$ cat config.mk
export PLATFORM = sky130hd
export DESIGN_NAME = cdrom_command_register_controller
export DESIGN_NICKNAME = d
export VERILOG_FILES = /design/src/rtl/core/cdcr_pkg.sv /design/src/rtl/core/cdcr_front.sv /design/src/rtl/core/cdcr_queue.sv /design/src/rtl/core/cdcr_back.sv /design/src/rtl/core/cdrom_command_register_controller.sv
export SDC_FILE = /design/constraint.sdc
export NUM_CORES = 1
export LEC_CHECK = 0
export BUFFER_PORTS_ARGS = -buffer_cell sky130_fd_sc_hd__clkbuf_2
export CORE_UTILIZATION = 60
export CTS_CLUSTER_SIZE = 25
export DETAILED_ROUTE_END_ITERATION = 6
export PLACE_DENSITY = 0.77
export SYNTH_ARGS = -nofsm -noshare
export SYNTH_HDL_FRONTEND = slang
export SYNTH_SLANG_ARGS = --single-unit
$ cat constraint.sdc
create_clock -name clk -period 16.8 [get_ports clk]
set_input_delay 2.52 -clock clk [delete_from_list [all_inputs] [get_ports clk]]
set_output_delay 2.52 -clock clk [all_outputs]
set_load 0.01 [all_outputs]
$ cat src/rtl/core/cdcr_pkg.sv
// Shared types and constants for the CD drive command interface.
// Used by every module under rtl/core.
`timescale 1ns / 1ps
package cdcr_pkg;

	localparam int PARAM_DEPTH = 16;
	localparam int RESPONSE_DEPTH = 16;
	localparam int PA_W = $clog2(PARAM_DEPTH);
	localparam int RA_W = $clog2(RESPONSE_DEPTH);
	localparam int PC_W = PA_W + 1;
	localparam int RC_W = RA_W + 1;

	localparam logic [1:0] OP_READ = 2'd0;
	localparam logic [1:0] OP_WRITE = 2'd1;
	localparam logic [1:0] OP_EVENT = 2'd2;

	localparam logic [1:0] EV_DATA = 2'd1;

	localparam logic [7:0] CMD_GETSTAT = 8'h01;
	localparam logic [7:0] CMD_SETLOC = 8'h02;
	localparam logic [7:0] CMD_READN = 8'h06;
	localparam logic [7:0] CMD_PAUSE = 8'h09;
	localparam logic [7:0] CMD_SETMODE = 8'h0E;
	localparam logic [7:0] CMD_SEEKL = 8'h15;
	localparam logic [7:0] CMD_TEST = 8'h19;
	localparam logic [7:0] CMD_GETID = 8'h1A;
	localparam logic [7:0] TEST_VERSION = 8'h20;

	localparam logic [7:0] ST_SHELL = 8'h10;
	localparam logic [7:0] ST_READ = 8'h20;
	localparam logic [7:0] ST_SEEK = 8'h40;
	localparam logic [7:0] ST_PLAY = 8'h80;

	typedef struct packed {
		logic [1:0] operation;
		logic [1:0] offset;
		logic [7:0] write_value;
		logic [1:0] event_code;
	} in_word_t;

	typedef struct packed {
		logic [7:0] read_value;
		logic irq_request;
		logic signed [19:0] sector_lba;
		logic sector_valid;
		logic fault;
	} out_word_t;

	// Back-end work kinds, decided by the front end
	typedef enum logic [3:0] {
		K_NOP, K_FAULT, K_STATUS, K_POP, K_IRQ_RD, K_INDEX, K_PUSH_PARAM,
		K_SET_EN, K_CLR_FLAG, K_EVENT, K_CMD
	} kind_t;

	typedef struct packed {
		kind_t kind;
		logic [7:0] value;
		logic [1:0] code;
		logic sel;
	} job_t;

	typedef enum logic [1:0] {B_IDLE, B_RUN, B_OUT} bstate_t;

	function automatic logic [19:0] bcd_val(input logic [7:0] b);
		return 20'(b[7:4]) * 20'd10 + 20'(b[3:0]);
	endfunction

	function automatic logic [7:0] bcd_fix(input logic [7:0] b);
		return (b[3:0] == 4'd10) ? ((b + 8'd10) & 8'hF0) : b;
	endfunction

endpackage

$ cat src/rtl/core/cdcr_front.sv
// Front end: accepts port words and classifies them into jobs.
// Depends on cdcr_pkg.
`timescale 1ns / 1ps
module cdcr_front import cdcr_pkg::*; (
	input logic clk,
	input logic arst_n,
	input logic in_valid,
	output logic in_ready,
	input in_word_t in_data,
	output logic job_valid,
	input logic job_ready,
	output job_t job
);
	// index register is owned here since only writes to port 0 change it
	logic [1:0] idx_q;
	job_t j;
	logic acc;

	always_comb begin
		j = '{kind: K_NOP, value: in_data.write_value, code: in_data.event_code, sel: 1'b0};
		unique case (in_data.operation)
			OP_READ: begin
				if (in_data.offset == 2'd0) j.kind = K_STATUS;
				else if (in_data.offset == 2'd1) j.kind = K_POP;
				else if (in_data.offset == 2'd3 && idx_q[1] == 1'b0) begin
					j.kind = K_IRQ_RD;
					j.sel = idx_q[0];
				end else j.kind = K_FAULT;
			end
			OP_WRITE: begin
				if (in_data.offset == 2'd0) j.kind = K_INDEX;
				else if (in_data.offset == 2'd1 && idx_q == 2'd0) j.kind = K_CMD;
				else if (in_data.offset == 2'd2 && idx_q == 2'd0) j.kind = K_PUSH_PARAM;
				else if (in_data.offset == 2'd2 && idx_q == 2'd1) j.kind = K_SET_EN;
				else if (in_data.offset == 2'd3 && idx_q == 2'd0) j.kind = K_NOP;
				else if (in_data.offset == 2'd3 && idx_q == 2'd1) j.kind = K_CLR_FLAG;
				else j.kind = K_FAULT;
			end
			OP_EVENT: j.kind = K_EVENT;
			default: j.kind = K_NOP;
		endcase
	end

	assign in_ready = !job_valid || job_ready;
	assign acc = in_valid && in_ready;

	always_ff @(posedge clk or negedge arst_n) begin
		if (!arst_n) begin
			idx_q <= 2'd0;
			job_valid <= 1'b0;
		end else begin
			if (acc) job_valid <= 1'b1;
			else if (job_ready) job_valid <= 1'b0;
			if (acc && j.kind == K_INDEX) idx_q <= in_data.write_value[1:0];
		end
	end

	always_ff @(posedge clk) begin
		if (acc) job <= j;
	end
endmodule

$ cat src/rtl/core/cdcr_queue.sv
// Short job queue between front and back ends.
// Depends on cdcr_pkg.
`timescale 1ns / 1ps
module cdcr_queue import cdcr_pkg::*; (
	input logic clk,
	input logic arst_n,
	input logic wr_valid,
	output logic wr_ready,
	input job_t wr_job,
	output logic rd_valid,
	input logic rd_ready,
	output job_t rd_job
);
	job_t mem_q [4];
	logic [1:0] wp_q, rp_q;
	logic [2:0] cnt_q;
	logic wr, rd;

	assign wr_ready = cnt_q != 3'd4;
	assign rd_valid = cnt_q != 3'd0;
	assign rd_job = mem_q[rp_q];
	assign wr = wr_valid && wr_ready;
	assign rd = rd_valid && rd_ready;

	always_ff @(posedge clk or negedge arst_n) begin
		if (!arst_n) begin
			wp_q <= '0;
			rp_q <= '0;
			cnt_q <= '0;
		end else begin
			if (wr) wp_q <= wp_q + 2'd1;
			if (rd) rp_q <= rp_q + 2'd1;
			cnt_q <= cnt_q + 3'(wr) - 3'(rd);
		end
	end

	always_ff @(posedge clk) begin
		if (wr) mem_q[wp_q] <= wr_job;
	end
endmodule

$ cat src/rtl/core/cdcr_back.sv
// Back end: runs jobs against FIFOs, status, interrupt and position state.
// Depends on cdcr_pkg.
`timescale 1ns / 1ps
module cdcr_back import cdcr_pkg::*; (
	input logic clk,
	input logic arst_n,
	input logic disc_present,
	input logic job_valid,
	output logic job_ready,
	input job_t job,
	output logic out_valid,
	input logic out_ready,
	output out_word_t out_data
);
	// FIFOs as circular buffers; data not reset
	logic [7:0] pmem_q [PARAM_DEPTH];
	logic [7:0] rmem_q [RESPONSE_DEPTH];
	logic [PA_W-1:0] prd_q;
	logic [RA_W-1:0] rrd_q;
	logic [PC_W-1:0] pcnt_q;
	logic [RC_W-1:0] rcnt_q;
	logic [7:0] stat_q, mm_q, ss_q, ff_q;
	logic [4:0] ien_q, iflg_q;

	bstate_t st_q, st_d;
	job_t cur_q;
	logic [3:0] step_q;
	logic [7:0] sub_q;
	out_word_t res_q, res_d;
	logic [19:0] lba_q;
	logic [1:0] lstep_q;

	// per-step actions
	logic push_r, pop_p, done, flt;
	logic [7:0] push_v;
	logic [7:0] pv;
	logic [7:0] rfront;

	assign pv = (pcnt_q == '0) ? 8'h00 : pmem_q[prd_q];
	assign rfront = rmem_q[rrd_q];

	always_comb begin
		push_r = 1'b0;
		push_v = stat_q;
		pop_p = 1'b0;
		done = 1'b1;
		flt = 1'b0;
		unique case (cur_q.kind)
			K_PUSH_PARAM, K_NOP, K_FAULT, K_STATUS, K_POP, K_IRQ_RD, K_INDEX,
			K_SET_EN, K_CLR_FLAG: flt = (cur_q.kind == K_FAULT);
			K_EVENT: done = (cur_q.code != EV_DATA) || (lstep_q == 2'd2);
			K_CMD: begin
				unique case (cur_q.value)
					CMD_GETSTAT: begin
						push_r = 1'b1;
						push_v = disc_present ? stat_q : ST_SHELL;
					end
					CMD_SETLOC: begin
						push_r = (step_q == 4'd0);
						pop_p = 1'b1;
						done = (step_q == 4'd2);
					end
					CMD_READN, CMD_PAUSE, CMD_SEEKL: begin
						push_r = 1'b1;
						done = (step_q == 4'd1);
					end
					CMD_SETMODE: begin
						push_r = 1'b1;
						pop_p = 1'b1;
					end
					CMD_TEST: begin
						pop_p = (step_q == 4'd0);
						push_r = (step_q != 4'd0) && (sub_q == TEST_VERSION);
						done = (step_q == 4'd4) || (step_q != 4'd0 && sub_q != TEST_VERSION);
						flt = (sub_q != TEST_VERSION);
						case (step_q)
							4'd1: push_v = 8'h94;
							4'd2: push_v = 8'h09;
							4'd3: push_v = 8'h19;
							default: push_v = 8'hC0;
						endcase
						if (step_q == 4'd0) done = 1'b0;
					end
					CMD_GETID: begin
						push_r = 1'b1;
						done = (step_q == 4'd8);
						case (step_q)
							4'd0: push_v = stat_q;
							4'd1: push_v = stat_q & 8'hF7;
							4'd3: push_v = 8'h20;
							4'd5: push_v = 8'h53;
							4'd6: push_v = 8'h43;
							4'd7: push_v = 8'h45;
							4'd8: push_v = 8'h41;
							default: push_v = 8'h00;
						endcase
					end
					default: flt = 1'b1;
				endcase
			end
			default: flt = 1'b1;
		endcase
	end

	// result word, captured on the last step of a job
	always_comb begin
		res_d = '0;
		res_d.fault = flt;
		case (cur_q.kind)
			K_STATUS: res_d.read_value = {2'b00, rcnt_q != '0,
				pcnt_q != PC_W'(PARAM_DEPTH), pcnt_q == '0, 3'b000};
			K_POP: res_d.read_value = (rcnt_q != '0) ? rfront : 8'h00;
			K_IRQ_RD: res_d.read_value = {3'b000, cur_q.sel ? iflg_q : ien_q};
			K_EVENT: begin
				res_d.irq_request = |(ien_q & (iflg_q | (lstep_q == 2'd0 ?
					5'(cur_q.code) : 5'd0)));
				if (cur_q.code == EV_DATA) begin
					res_d.sector_valid = 1'b1;
					res_d.sector_lba = lba_q + bcd_val(ff_q) - 20'd150;
				end
			end
			default: ;
		endcase
	end

	logic run;
	assign run = (st_q == B_RUN);

	always_comb begin
		st_d = st_q;
		unique case (st_q)
			B_IDLE: if (job_valid) st_d = B_RUN;
			B_RUN: if (done) st_d = B_OUT;
			B_OUT: if (out_ready) st_d = job_valid ? B_RUN : B_IDLE;
			default: st_d = B_IDLE;
		endcase
	end

	always_comb begin
		job_ready = (st_q == B_IDLE) || (st_q == B_OUT && out_ready);
		out_valid = (st_q == B_OUT);
		out_data = res_q;
	end

	logic [7:0] smin, ssec, ssect;
	always_comb begin
		ssect = bcd_fix(ff_q + 8'd1);
		ssec = ss_q;
		if (ssect == 8'h75) begin
			ssec = ss_q + 8'd1;
			ssect = 8'h00;
		end
		ssec = bcd_fix(ssec);
		smin = mm_q;
		if (ssec == 8'h60) begin
			smin = mm_q + 8'd1;
			ssec = 8'h00;
		end
		smin = bcd_fix(smin);
	end

	always_ff @(posedge clk or negedge arst_n) begin
		if (!arst_n) begin
			st_q <= B_IDLE;
			step_q <= '0;
			lstep_q <= '0;
			prd_q <= '0;
			rrd_q <= '0;
			pcnt_q <= '0;
			rcnt_q <= '0;
			stat_q <= '0;
			ien_q <= '0;
			iflg_q <= '0;
			mm_q <= '0;
			ss_q <= '0;
			ff_q <= '0;
		end else begin
			st_q <= st_d;
			if (job_valid && job_ready) begin
				step_q <= '0;
				lstep_q <= '0;
			end
			if (run) begin
				step_q <= step_q + 4'd1;
				if (push_r && rcnt_q != RC_W'(RESPONSE_DEPTH)) rcnt_q <= rcnt_q + 1'b1;
				if (pop_p && pcnt_q != '0) begin
					prd_q <= prd_q + 1'b1;
					pcnt_q <= pcnt_q - 1'b1;
				end
				unique case (cur_q.kind)
					K_POP: if (rcnt_q != '0) begin
						rrd_q <= rrd_q + 1'b1;
						rcnt_q <= rcnt_q - 1'b1;
					end
					K_PUSH_PARAM: if (pcnt_q != PC_W'(PARAM_DEPTH)) pcnt_q <= pcnt_q + 1'b1;
					K_SET_EN: ien_q <= cur_q.value[4:0];
					K_CLR_FLAG: iflg_q <= iflg_q & ~cur_q.value[4:0];
					K_EVENT: begin
						if (lstep_q == 2'd0) iflg_q <= iflg_q | 5'(cur_q.code);
						lstep_q <= lstep_q + 2'd1;
						if (cur_q.code == EV_DATA && lstep_q == 2'd2) begin
							ff_q <= ssect;
							ss_q <= ssec;
							mm_q <= smin;
						end
					end
					K_CMD: begin
						if (cur_q.value == CMD_GETSTAT && disc_present)
							stat_q <= stat_q & ~ST_SHELL;
						if ((cur_q.value == CMD_READN) && step_q == 4'd0)
							stat_q <= stat_q | ST_READ;
						if ((cur_q.value == CMD_PAUSE) && step_q == 4'd0)
							stat_q <= stat_q & ~(ST_PLAY | ST_READ);
						if ((cur_q.value == CMD_SEEKL) && step_q == 4'd0)
							stat_q <= stat_q | ST_SEEK;
						if (cur_q.value == CMD_SETLOC) begin
							case (step_q)
								4'd0: mm_q <= pv;
								4'd1: ss_q <= pv;
								default: ff_q <= pv;
							endcase
						end
					end
					default: ;
				endcase
			end
		end
	end

	always_ff @(posedge clk) begin
		if (job_valid && job_ready) cur_q <= job;
		if (run && cur_q.kind == K_CMD && cur_q.value == CMD_TEST && step_q == 4'd0)
			sub_q <= pv;
		if (run && push_r && rcnt_q != RC_W'(RESPONSE_DEPTH))
			rmem_q[RA_W'(32'(rrd_q) + 32'(rcnt_q))] <= push_v;
		if (run && cur_q.kind == K_PUSH_PARAM && pcnt_q != PC_W'(PARAM_DEPTH))
			pmem_q[PA_W'(32'(prd_q) + 32'(pcnt_q))] <= cur_q.value;
		// LBA over three steps: minutes, seconds, sectors
		if (run && cur_q.kind == K_EVENT) begin
			case (lstep_q)
				2'd0: lba_q <= bcd_val(mm_q) * 20'd4500;
				2'd1: lba_q <= lba_q + bcd_val(ss_q) * 20'd75;
				default: lba_q <= lba_q + bcd_val(ff_q) - 20'd150;
			endcase
		end
		if (run && done) res_q <= res_d;
	end
endmodule

$ cat src/rtl/core/cdrom_command_register_controller.sv
// Channel  | signals                    | direction
// in       | in_valid/in_ready/in_data  | words into front end
// out      | out_valid/out_ready/out_data | results from back end
// cfg      | cfg_we/cfg_wdata           | disc_present register
// Commands run longest in the back end; GetID pushes nine bytes, one per
// cycle on the response FIFO write port.
// Async reset clears control state; FIFO contents are not reset.
// A 4-entry job queue lets the front end keep accepting while the back stalls.
`timescale 1ns / 1ps
module cdrom_command_register_controller import cdcr_pkg::*; (
	input logic clk,
	input logic arst_n,
	input logic in_valid,
	output logic in_ready,
	input in_word_t in_data,
	output logic out_valid,
	input logic out_ready,
	output out_word_t out_data,
	input logic cfg_we,
	input logic cfg_wdata
);
	logic disc_q;
	logic f_valid, f_ready, q_valid, q_ready;
	job_t f_job, q_job;

	always_ff @(posedge clk or negedge arst_n) begin
		if (!arst_n) disc_q <= 1'b1;
		else if (cfg_we) disc_q <= cfg_wdata;
	end

	cdcr_front u_front (.clk, .arst_n, .in_valid, .in_ready, .in_data,
		.job_valid(f_valid), .job_ready(f_ready), .job(f_job));
	cdcr_queue u_queue (.clk, .arst_n, .wr_valid(f_valid), .wr_ready(f_ready),
		.wr_job(f_job), .rd_valid(q_valid), .rd_ready(q_ready), .rd_job(q_job));
	cdcr_back u_back (.clk, .arst_n, .disc_present(disc_q), .job_valid(q_valid),
		.job_ready(q_ready), .job(q_job), .out_valid, .out_ready, .out_data);
endmodule

==> summary.txt, run 1 <==
Floorplanning
  • # IOs: 53
  • Chip width: 208 um
  • Core area: 41900 um2
  • Die Ht: 208 um
  • Die area: 43400 um2
  • Initial core utilization: 0.610
  • # rows: 75

Power
  • Peak supply drop: 0.135 mV
  • Pwr per Cell Area: 121 nW/um2
  • Net Sw Frac: 0.289
  • Logic pwr share: 0.180
  • Leakage power: 10.8 nW
  • Int Pwr: 2.43 mW
  • Sw Pwr: 0.984 mW
  • Clock share of power: 0.331
  • Seq pwr share: 0.489

Clock tree
  • Hold-fix buffers, CTS: 0
  • CTS clk-pin slew, worst paths: 60 ps
  • Setup Buffers After CTS: 0
  • Post_cts resized: 0
  • Max H-tree Level: 2
  • CTS buffer count: 48
  • Worst-skew pair later-pin latency: 600 ps
  • Root buf cell: clkbuf_16
  • Total clock sinks: 478
  • CTS tree: done
  • Deepest clock path buffer count: 3

Logic synthesis
  • Yosys cell types: 94
  • Async S/R FF share, synth: 0.153
  • Mapped Cells: 1926
  • Seq/Total Area, Yosys: 0.547
  • Ranking of synthesized cells by area: edfxtp_1, ha_1, mux4_2, dfrtp_1, fa_1
  • Top cell type's share of synthesized area: 0.476
  • Top post-synthesis cells by count: edfxtp_1, inv_1, ha_1
  • Mapped Area: 25600 um2
  • Main synth FF type: edfxtp_1
  • Syn_nets: 2163
  • Count leader, synth: edfxtp_1
  • Post-synth top area cell: edfxtp_1
  • Post-synth EDFFs: 405
  • Yosys reg bits: 478
  • Syn avg cell area: 13.3 um2
  • Synth Warn #: 0

Critical path
  • CP Class: flip-flop to flip-flop
  • Crit-path max cell delay: 550 ps
  • CP top delay family: adder cells
  • Crit-path slowest cell: fa_1
  • Setup crit start kind: flip-flop
  • CP Capture Type: flip-flop
  • CP most frequent cell: ha_1
  • CP Cell Sequence: ha_1, ha_1, inv_1, fa_1, nor3b_1, nand3_1, inv_1, ha_1, ha_1, fa_1, inv_1, fa_1, inv_1, ha_1, a21o_1, a21oi_1, o21ai_0, a41oi_1, a21oi_1, o311ai_0, mux2i_1, a221o_1
  • Worst Path Arrival: 6840 ps
  • Req. time, crit path: 17150 ps
  • Buf/Inv on CP: 4
  • Critical path fanouts, max: 7

Global routing
  • Global-route wire length before repair: 85.0 mm
  • Vias in the first global route: 16065
  • Largest net degree at the start of global routing: 73
  • GRT Util Overall: 0.251
  • Remaining global-route overflow: 0
  • Antenna violations before repair: 0

STA
  • Hold Vio Cnt, Final: 0
  • Count of final setup violators: 0
  • Max transition margin: 0.164
  • F_max: 154 MHz
  • Slew @ Worst Pin: 1250 ps
  • TNS Setup: 0 ps
  • RSZ-0062 raised after global routing: false
  • Period minus WS final: 6490 ps
  • Tcrit/Tclk final: 0.386
  • Clk_skew: 29.7 ps
  • Slew Viols, Final: 0

Flow run
  • Max Cap Viol: 0

Detailed routing
  • Avg WL per Cell: 20.4 um
  • Via density: 6.08
  • Vias: 15552
  • Post-Route WL: 52.2 mm
  • First-pass iteration count of the detailed router: 5
  • Iter 0 DRT Violations: 1266
  • Antenna viol nets, final: 0
  • Remaining DRCs: 0

Place
  • PortBufs: 52
  • Hpwl dp: 36.4 mm
  • Dpl cell area: 26400 um2
  • GPL Wtd Cong: 0.907

Finish
  • Area grow syn2layout: 9.76%
  • Fin area: 28100 um2
  • N_diodes: 0
  • Layout cells sized above 1: 0.140
  • Nets: 2217
  • Fin util: 0.669

Outcome
  • Status: complete, no violations

Min path
  • Hold Path Class: flip-flop to flip-flop
==> area by class of cell <==
class	count	area, um2
flip-flops and latches	478	14000
fillers	2859	13900
clock inverters	19	307
repair buffers	66	368
inverters	192	721
clock buffers	71	1380
well taps	539	674
multi-input cells	1194	10600
==> state kept, by name (all words and copies together), names as in the netlist, 3 cells and up <==
signal           cells
u_back.lba_q        20
u_back.cur_q        15
u_queue.mem_q       60
u_back.step_q        4
u_back.rmem_q      128
u_back.ien_q         5
u_back.pcnt_q        5
u_back.sub_q         8
u_front.job         15
u_back.iflg_q        5
u_back.prd_q         4
u_back.pmem_q      128
u_back.rcnt_q        5
u_back.mm_q          8
u_queue.cnt_q        3
u_back.ff_q          8
u_back.ss_q          8
u_back.out_data     31
u_back.rrd_q         4
==> power groups by stage <==
stage / combinational [mW] / sequential, mW / clock [mW]
floorplan: 0.443 / 1.62 / 0
global route: 0.676 / 1.69 / 1.19
global placement: 0.590 / 1.67 / 0
detailed placement: 0.609 / 1.69 / 0
CTS: 0.615 / 1.67 / 1.14
finish: 0.614 / 1.67 / 1.13
==> layout by cell type (no fill, tap or decap), drive strengths merged, types with 6 or more instances in the layout <==
cell type / netlist / final
edfxtp: 405 / 405
mux4: 95 / 95
o21ai: 79 / 79
nor4: 8 / 8
o21bai: 13 / 13
xor2: 28 / 28
nand2: 118 / 118
a21o: 26 / 26
a21boi: 8 / 8
fa: 46 / 46
nand4: 10 / 10
o31ai: 13 / 13
a22o: 9 / 9
mux2i: 8 / 8
a21oi: 74 / 74
or2: 6 / 6
nor3: 27 / 27
nor2: 120 / 120
nand3b: 8 / 8
dfrtp: 72 / 72
ha: 171 / 171
and3: 12 / 12
nor3b: 8 / 8
buf: 17 / 15
o221ai: 6 / 6
clkbuf: 45 / 122
a22oi: 14 / 14
o211ai: 10 / 10
inv: 191 / 191
and2: 23 / 23
nand2b: 19 / 19
xnor2: 64 / 64
o21a: 7 / 7
clkinv: 1 / 13
bufinv: 0 / 7
a31oi: 10 / 10
nand3: 43 / 43
nor2b: 25 / 25
mux2: 15 / 15
or3: 10 / 10
==> logic make-up (layout without fill, tap and decap cells) <==
logic type / count (synthesis) / count (layout) / share of synthesized area
DFF: 478 / 478 / 0.547
and+or+nand+nor: 451 / 451 / 0.0881
AOI/OAI and AO/OA: 316 / 316 / 0.0817
buffers and inverters: 254 / 348 / 0.0381
adders and majority gates: 217 / 217 / 0.120
muxes: 118 / 118 / 0.0936
xor gates and xnor gates: 92 / 92 / 0.0318
==> through the flow <==
| step | std cells | power (mW) | hold slack, ps | setup WS [ps] |
|---|---|---|---|---|
| global placement | 2469 | 2.26 | 468 | 10560 |
| CTS | 2559 | 3.43 | 492 | 10330 |
| finish | 2559 | 3.41 | 486 | 10310 |
| floorplan | 1926 | 2.07 | 444 | 10910 |
| global route | 2559 | 3.55 | 505 | 9910 |
| detailed placement | 2469 | 2.30 | 477 | 10350 |
==> final timing paths <==
check	from	endpoint	slack, ps	cells after the start
setup / recovery	u_back.ss_q[7]	u_back.lba_q[19]	10310	22
min in group asynchronous	arst_n	disc_q	1880	1
hold reg to reg	u_front.job[12]	u_queue.mem_q[2][12]	490	0
hold / removal	u_front.job[12]	u_queue.mem_q[2][12]	490	0
max in group asynchronous	arst_n	u_back.prd_q[0]	13890	2
setup reg to reg	u_back.ss_q[7]	u_back.lba_q[19]	10310	22
==> worst register-to-register path: cells and delay by family, from the launching register on <==
kind                     cells  cell delay [ps]
flip-flops                   1              460
adder cells (fa/ha/maj)      8             2990
AO/OA/AOI/OAI                7             1740
multiplexers                 1              130
buffers and inverters        4              330
AND/OR/NAND/NOR              2              580
==> per-layer routing <==
metal,share of wire,vias to the layer above,track usage
li1,-,7216,-
met4,0.031,0,0.0953
met1,0.41,7743,0.332
met2,0.50,491,0.425
met5,0,-,0
met3,0.053,102,0.0340
Note: power is estimated with default switching activity, not from simulation.
==> run 2, diff against run 1 <==
--- a/config.mk
+++ b/config.mk
@@ -6,10 +6,10 @@
 export NUM_CORES = 1
 export LEC_CHECK = 0
 export BUFFER_PORTS_ARGS = -buffer_cell sky130_fd_sc_hd__clkbuf_2
-export CORE_UTILIZATION = 60
+export CORE_UTILIZATION = 57
 export CTS_CLUSTER_SIZE = 25
 export DETAILED_ROUTE_END_ITERATION = 6
-export PLACE_DENSITY = 0.77
+export PLACE_DENSITY = 0.76
 export SYNTH_ARGS = -nofsm -noshare
 export SYNTH_HDL_FRONTEND = slang
 export SYNTH_SLANG_ARGS = --single-unit
==> constraint.sdc (replaced) <==
create_clock -name clk -period 5.6 [get_ports clk]
set_input_delay 0.84 -clock clk [delete_from_list [all_inputs] [get_ports clk]]
set_output_delay 0.84 -clock clk [all_outputs]
set_load 0.01 [all_outputs]
==> run 2 against run 1 <==
The run now ends with negative setup slack left. Utilization shrank 1.4 points. Combinational power grew to 3.0 times the previous value. Largest cell class unchanged. Largest power group unchanged. Clock power rose to 3.2 times the previous value. Worst setup slack got worse by 10000 ps. Hold slack worse by 350 ps. Clock skew is essentially flat. Flip-flop and latch count did not move. Critical path depth fell by 3. Routed wire length is 2.2% higher. Sequential share of layout area decreased by 1.5 points. Clock-buffer cell count decreased by 19. Highest routed layer unchanged.
==> summary.txt, run 2 (same netlist as run 1, synthesis figures left out) <==
Outcome
  • Status: finished, violations left (was complete, no violations)
  • Failing checks: negative setup slack

Clock tree
  • CTS buffer count: 49 (was 48)
  • Worst-skew pair later-pin latency: 600 ps (about the same)
  • Root buf cell: clkbuf_16 (unchanged)
  • CTS clk-pin slew, worst paths: 60 ps (about the same)
  • CTS tree: done (unchanged)
  • Hold-fix buffers, CTS: 0 (unchanged)
  • Total clock sinks: 478 (unchanged)
  • Max H-tree Level: 2 (unchanged)
  • Deepest clock path buffer count: 3 (unchanged)

Critical path
  • Crit-path max cell delay: 540 ps (was 550 ps)
  • CP Class: flip-flop to flip-flop (unchanged)
  • Crit path from: u_back.ss_q[7] (unchanged)
  • Critical path fanouts, max: 3 (was 7)
  • Worst r2r dst: u_back.lba_q[19] (unchanged)
  • CP most frequent cell: fa_1 (was ha_1)
  • FF-to-FF path depth: 19 (was 22)
  • CP Cell Sequence: ha_1, ha_2, inv_2, fa_2, or3_4, xnor2_2, inv_1, fa_1, fa_1, fa_1, inv_1, ha_1, a21oi_2, o21ai_2, a41oi_2, a21oi_2, o311ai_2, mux2i_1, a221o_1 (was ha_1, ha_1, inv_1, fa_1, nor3b_1, nand3_1, inv_1, ha_1, ha_1, fa_1, inv_1, fa_1, inv_1, ha_1, a21o_1, a21oi_1, o21ai_0, a41oi_1, a21oi_1, o311ai_0, mux2i_1, a221o_1)
  • CP Capture Point: u_back.lba_q[19] (unchanged)
  • Crit-path slowest cell: fa_1 (unchanged)
  • Req. time, crit path: 5940 ps (was 17150 ps)
  • R2r setup slk: -40 ps (was 10310 ps)
  • Setup crit start kind: flip-flop (unchanged)
  • Worst Path Arrival: 5970 ps (was 6840 ps)
  • R2r startpoint: u_back.ss_q[7] (unchanged)
  • CP Capture Type: flip-flop (unchanged)

STA
  • Slew @ Worst Pin: 1290 ps (was 1250 ps)
  • RSZ-0062 raised after global routing: true (was false)
  • Tcrit/Tclk final: 1.01 (was 0.386)
  • Final setup margin: -37.5 ps (was 10310 ps)
  • Period minus WS final: 5640 ps (was 6490 ps)
  • Hold Vio Cnt, Final: 0 (unchanged)
  • F_max: 177 MHz (was 154 MHz)
  • Clk_skew: 29.6 ps (was 29.7 ps)
  • TNS Setup: -37.5 ps (was 0 ps)
  • Slew Viols, Final: 0 (unchanged)
  • Count of final setup violators: 1 (was 0)
  • Max transition margin: 0.133 (was 0.164)

Place
  • GPL Wtd Cong: 0.906 (was 0.907)
  • PortBufs: 52 (unchanged)
  • Hpwl dp: 37.1 mm (was 36.4 mm)

Flow run
  • Max Cap Viol: 0 (unchanged)

Finish
  • Fin util: 0.655 (was 0.669)
  • Nets: 2281 (was 2217)
  • Layout cells sized above 1: 0.191 (was 0.140)
  • Area grow syn2layout: 13.3% (was 9.76%)
  • Most frequent cells in the layout: edfxtp_1, inv_1, ha_1 (unchanged)
  • Top flop regs: u_back.pmem_q (128), u_back.rmem_q (128), u_queue.mem_q (60) (unchanged)
  • N_diodes: 0 (unchanged)
  • Most common cell after layout, fill and taps aside: edfxtp_1 (unchanged)

Detailed routing
  • Vias: 15771 (was 15552)
  • Via density: 5.89 (was 6.08)
  • First-pass iteration count of the detailed router: 6 (was 5)
  • Remaining DRCs: 0 (unchanged)
  • Post-Route WL: 53.4 mm (was 52.2 mm)
  • Iter 0 DRT Violations: 1174 (was 1266)
  • Avg WL per Cell: 19.9 um (was 20.4 um)
  • Antenna viol nets, final: 0 (unchanged)

Global routing
  • Global-route wire length before repair: 84.6 mm (was 85.0 mm)
  • Antenna violations before repair: 0 (unchanged)
  • Largest net degree at the start of global routing: 52 (was 73)
  • Remaining global-route overflow: 0 (unchanged)
  • GRT Util Overall: 0.241 (was 0.251)
  • Vias in the first global route: 15882 (was 16065)

Floorplanning
  • # IOs: 53 (unchanged)
  • Die area: 45700 um2 (was 43400 um2)
  • Chip width: 214 um (was 208 um)
  • Core area: 44200 um2 (was 41900 um2)
  • Die Ht: 214 um (was 208 um)
  • # rows: 77 (was 75)
  • Initial core utilization: 0.578 (was 0.610)

Power
  • Peak supply drop: 0.482 mV (was 0.135 mV)
  • Leakage power: 11.3 nW (was 10.8 nW)
  • Pwr per Cell Area: 362 nW/um2 (was 121 nW/um2)

Min path
  • Hold Path Class: input pin to async pin (was flip-flop to flip-flop)
## run 2: cell types whose count changed in the layout (fill, tap and decap cells not counted), moves of 7 or more
cell	before	now
buf_4	15	78
clkbuf_1	15	3
o21ai_0	78	68
o21ai_1	1	9
a21oi_1	74	67
a21oi_2	0	7
clkbuf_8	7	0
## run 2: worst max-delay path: cells and delay by family (launching register included)
kind / cells / cell delay (ps)
simple gates: 1 / 430
flops: 1 / 380
buf+inv: 3 / 210
fa+ha+maj: 7 / 2830
mux: 1 / 150
xor+xnor: 1 / 160
compound gates: 6 / 1230
## run 2: worst min path at each step
stage / start / to / cells past startpoint
6_report: arst_n / u_back.rrd_q[2] / 1
5_1_grt: arst_n / u_back.rcnt_q[0] / 1
4_1_cts: arst_n / u_back.rrd_q[2] / 1
3_5_place_dp: u_front.job[2] / u_queue.mem_q[2][2] / 0
3_3_place_gp: u_front.job[13] / u_queue.mem_q[3][13] / 0
2_1_floorplan: u_back.stat_q[6] / u_back.stat_q[6] / 1
## run 2: area by class of cell
cell class | count | area (um2)
multi-input cells | 1194 | 10800
flip-flops and latches | 478 | 14000
fillers | 3130 | 15300
well taps | 592 | 741
clock inverters | 40 | 582
clock buffers | 52 | 1240
repair buffers | 129 | 841
inverters | 192 | 721
## run 2: per-layer routing
metal / GRT usage / wire (um) / share of wire / vias to the layer above
li1: - / - / - / 7355
met1: 0.315 / 22200 / 0.42 / 7868
met2: 0.417 / 26900 / 0.50 / 461
met3: 0.0360 / 2690 / 0.050 / 87
met4: 0.0761 / 1520 / 0.029 / 0
met5: 0 / 0 / 0 / -
## run 2: power breakdown
part	internal, mW	switching, mW
Clock	2.22	1.42
Sequential	4.52	0.474
Combinational	0.725	1.12
Total	7.47	3.01
## run 2: metrics by stage
step / total power [mW] / worst slack (ps) / cells / area [um2] / hold WS [ps]
5_1_grt: 10.9 / -262 / 2677 / 29000 / 137
3_3_place_gp: 6.79 / 26.6 / 2569 / 26900 / 468
3_5_place_dp: 6.89 / -97.3 / 2569 / 26900 / 483
4_1_cts: 10.5 / -17.2 / 2668 / 28800 / 124
2_1_floorplan: 6.20 / 5.83 / 1926 / 25600 / 444
6_report: 10.5 / -37.5 / 2677 / 29000 / 137
## run 2: timing repair
item | CTS | global route
pin swaps | 10 | 30
setup endpoints to repair | 3 | 9
resized for setup | 15 | 32
buffers inserted | 7 | 9
cloned | 0 | 0
==> run 3, diff against run 2 <==
--- a/config.mk
+++ b/config.mk
@@ -6,10 +6,10 @@
 export NUM_CORES = 1
 export LEC_CHECK = 0
 export BUFFER_PORTS_ARGS = -buffer_cell sky130_fd_sc_hd__clkbuf_2
-export CORE_UTILIZATION = 57
+export CORE_UTILIZATION = 60
 export CTS_CLUSTER_SIZE = 25
 export DETAILED_ROUTE_END_ITERATION = 6
-export PLACE_DENSITY = 0.76
+export PLACE_DENSITY = 0.77
 export SYNTH_ARGS = -nofsm -noshare
 export SYNTH_HDL_FRONTEND = slang
 export SYNTH_SLANG_ARGS = --single-unit
==> constraint.sdc (replaced) <==
create_clock -name clk -period 7.05 [get_ports clk]
set_input_delay 1.0575 -clock clk [delete_from_list [all_inputs] [get_ports clk]]
set_output_delay 1.0575 -clock clk [all_outputs]
set_load 0.01 [all_outputs]
==> run 3 against run 2 <==
The run now ends clean. Critical endpoint unchanged. Global-route usage increased by 1.6 points. First-iteration DRC count decreased by 0.68%. Critical path depth increased by 2. Non-clock buffer count decreased by 63. Sequential share of layout area increased by 1.7 points. Die area decreased by 5.0%. Worst setup slack improved by 590 ps. Largest cell class unchanged. Clock power decreased by 29%.
==> summary.txt, run 3 (same netlist as run 1, synthesis figures left out) <==
STA
  • Clk_skew: 19.9 ps (was 29.6 ps)
  • Tcrit/Tclk final: 0.921 (was 1.01)
  • Max transition margin: 0.135 (was 0.133)
  • Slew Viols, Final: 0 (unchanged)
  • Count of final setup violators: 0 (was 1)
  • RSZ-0062 raised after global routing: false (was true)
  • F_max: 154 MHz (was 177 MHz)
  • TNS Setup: 0 ps (was -37.5 ps)
  • Hold Vio Cnt, Final: 0 (unchanged)
  • Period minus WS final: 6490 ps (was 5640 ps)
  • Slew @ Worst Pin: 1290 ps (about the same)

Finish
  • N_diodes: 0 (unchanged)
  • Fin util: 0.667 (was 0.655)
  • Top flop regs: u_back.pmem_q (128), u_back.rmem_q (128), u_queue.mem_q (60) (unchanged)
  • Area grow syn2layout: 9.48% (was 13.3%)
  • Most common cell after layout, fill and taps aside: edfxtp_1 (unchanged)
  • Most frequent cells in the layout: edfxtp_1, inv_1, ha_1 (unchanged)
  • Final Non-Filler Cells: 2559 (was 2677)
  • Layout cells sized above 1: 0.141 (was 0.191)
  • Fillcell total: 2921 (was 3130)
  • Nets: 2218 (was 2281)

Outcome
  • Status: complete, no violations (was finished, violations left)

Detailed routing
  • Post-Route WL: 53.8 mm (was 53.4 mm)
  • Via density: 6.11 (was 5.89)
  • Avg WL per Cell: 21.0 um (was 19.9 um)
  • Remaining DRCs: 0 (unchanged)
  • Iter 0 DRT Violations: 1166 (was 1174)
  • First-pass iteration count of the detailed router: 6 (unchanged)
  • Antenna viol nets, final: 0 (unchanged)
  • Vias: 15648 (was 15771)

Power
  • Peak supply drop: 0.362 mV (was 0.482 mV)
  • Tot Pwr: 8.06 mW (was 10.5 mW)
  • Leakage power: 10.8 nW (was 11.3 nW)
  • Pwr per Cell Area: 288 nW/um2 (was 362 nW/um2)

Floorplanning
  • # rows: 75 (was 77)
  • # IOs: 53 (unchanged)
  • Initial core utilization: 0.610 (was 0.578)
  • Die area: 43400 um2 (was 45700 um2)
  • Chip width: 208 um (was 214 um)
  • Die Ht: 208 um (was 214 um)
  • Core area: 41900 um2 (was 44200 um2)

Place
  • Hpwl dp: 36.8 mm (was 37.1 mm)
  • Dpl cells: 2469 (was 2569)
  • GPL Wtd Cong: 0.907 (was 0.906)
  • PortBufs: 52 (unchanged)

Critical path
  • CP most frequent cell: ha_1 (was fa_1)
  • Crit-path slowest cell: fa_1 (unchanged)
  • Worst Path Arrival: 6850 ps (was 5970 ps)
  • Crit-path max cell delay: 540 ps (about the same)
  • CP Class: flip-flop to flip-flop (unchanged)
  • CP Cell Sequence: ha_1, ha_1, inv_1, fa_1, nor3b_1, xnor2_1, ha_1, ha_1, fa_1, inv_1, fa_1, inv_1, ha_1, a21o_1, a21oi_1, o21ai_0, a41oi_1, a21oi_1, o311ai_0, mux2i_1, a221o_1 (was ha_1, ha_2, inv_2, fa_2, or3_4, xnor2_2, inv_1, fa_1, fa_1, fa_1, inv_1, ha_1, a21oi_2, o21ai_2, a41oi_2, a21oi_2, o311ai_2, mux2i_1, a221o_1)
  • Critical path fanouts, max: 7 (was 3)
  • R2r setup slk: 560 ps (was -40 ps)
  • Setup crit start kind: flip-flop (unchanged)
  • CP Capture Type: flip-flop (unchanged)
  • Req. time, crit path: 7400 ps (was 5940 ps)

Clock tree
  • Max H-tree Level: 2 (unchanged)
  • Worst-skew pair later-pin latency: 590 ps (was 600 ps)
  • CTS clk-pin slew, worst paths: 70 ps (was 60 ps)
  • Deepest clock path buffer count: 3 (unchanged)
  • Post_cts resized: 0 (was 15)
  • Total clock sinks: 478 (unchanged)
  • CTS buffer count: 49 (unchanged)
  • Root buf cell: clkbuf_16 (unchanged)
  • CTS tree: done (unchanged)
  • Setup Buffers After CTS: 0 (was 7)
  • Hold-fix buffers, CTS: 0 (unchanged)

Min path
  • Hold Path Class: input pin to async pin (unchanged)

Global routing
  • Remaining global-route overflow: 0 (unchanged)
  • Global-route wire length before repair: 86.6 mm (was 84.6 mm)
  • Antenna violations before repair: 0 (unchanged)
  • Largest net degree at the start of global routing: 73 (was 52)
  • Vias in the first global route: 15960 (was 15882)
  • GRT Util Overall: 0.258 (was 0.241)

Flow run
  • Max Cap Viol: 0 (unchanged)
==> run 3: metrics by stage <==
step / area [um2] / hold slack (ps) / setup WS, ps
finish: 28000 / 411 / 557
global placement: 26400 / 468 / 814
detailed placement: 26400 / 480 / 606
CTS: 28000 / 377 / 582
global route: 28000 / 391 / 164
floorplan: 25600 / 444 / 1160
==> run 3: path summary, 6_finish.rpt <==
| check | from | end | cells past startpoint |
|---|---|---|---|
| setup / recovery | u_back.ss_q[7] | u_back.lba_q[19] | 21 |
| hold / removal | arst_n | disc_q | 1 |
| setup reg to reg | u_back.ss_q[7] | u_back.lba_q[19] | 21 |
| hold reg to reg | u_front.job[13] | u_queue.mem_q[3][13] | 0 |
| max in group asynchronous | arst_n | u_back.prd_q[0] | 2 |
| min in group clk | u_front.job[13] | u_queue.mem_q[3][13] | 0 |
==> run 3: power by group <==
group,switching [mW],internal (mW)
Combinational,0.898,0.577
Sequential,0.388,3.59
Clock,1.11,1.49
==> run 3: routing by layer <==
metal / vias to the layer above / GRT usage / wire, um / part of all wire
met2: 488 / 0.439 / 27300 / 0.51
met3: 93 / 0.0358 / 2920 / 0.054
met1: 7831 / 0.342 / 22100 / 0.41
met5: - / 0 / 0 / 0
li1: 7236 / - / - / -
met4: 0 / 0.0886 / 1510 / 0.028
==> run 3: layout make-up <==
| type | instances | area [um2] | area share |
|---|---|---|---|
| Sequential cell | 478 | 14000 | 0.500 |
| Timing Repair Buffer | 66 | 368 | 0.0131 |
| Tap cell | 539 | 674 | 0.0241 |
| Inverter | 192 | 721 | 0.0257 |
| Multi-Input combinational cell | 1194 | 10600 | 0.380 |
| Clock inverter | 24 | 275 | 0.00983 |
| Clock buffer | 66 | 1340 | 0.0479 |
==> run 3: worst max-delay path: cells and delay by family (launching register included) <==
family / cells / cell delay, ps
xor+xnor: 1 / 320
flops: 1 / 460
buf+inv: 3 / 160
mux: 1 / 130
simple gates: 1 / 370
compound gates: 7 / 1720
fa+ha+maj: 8 / 3070
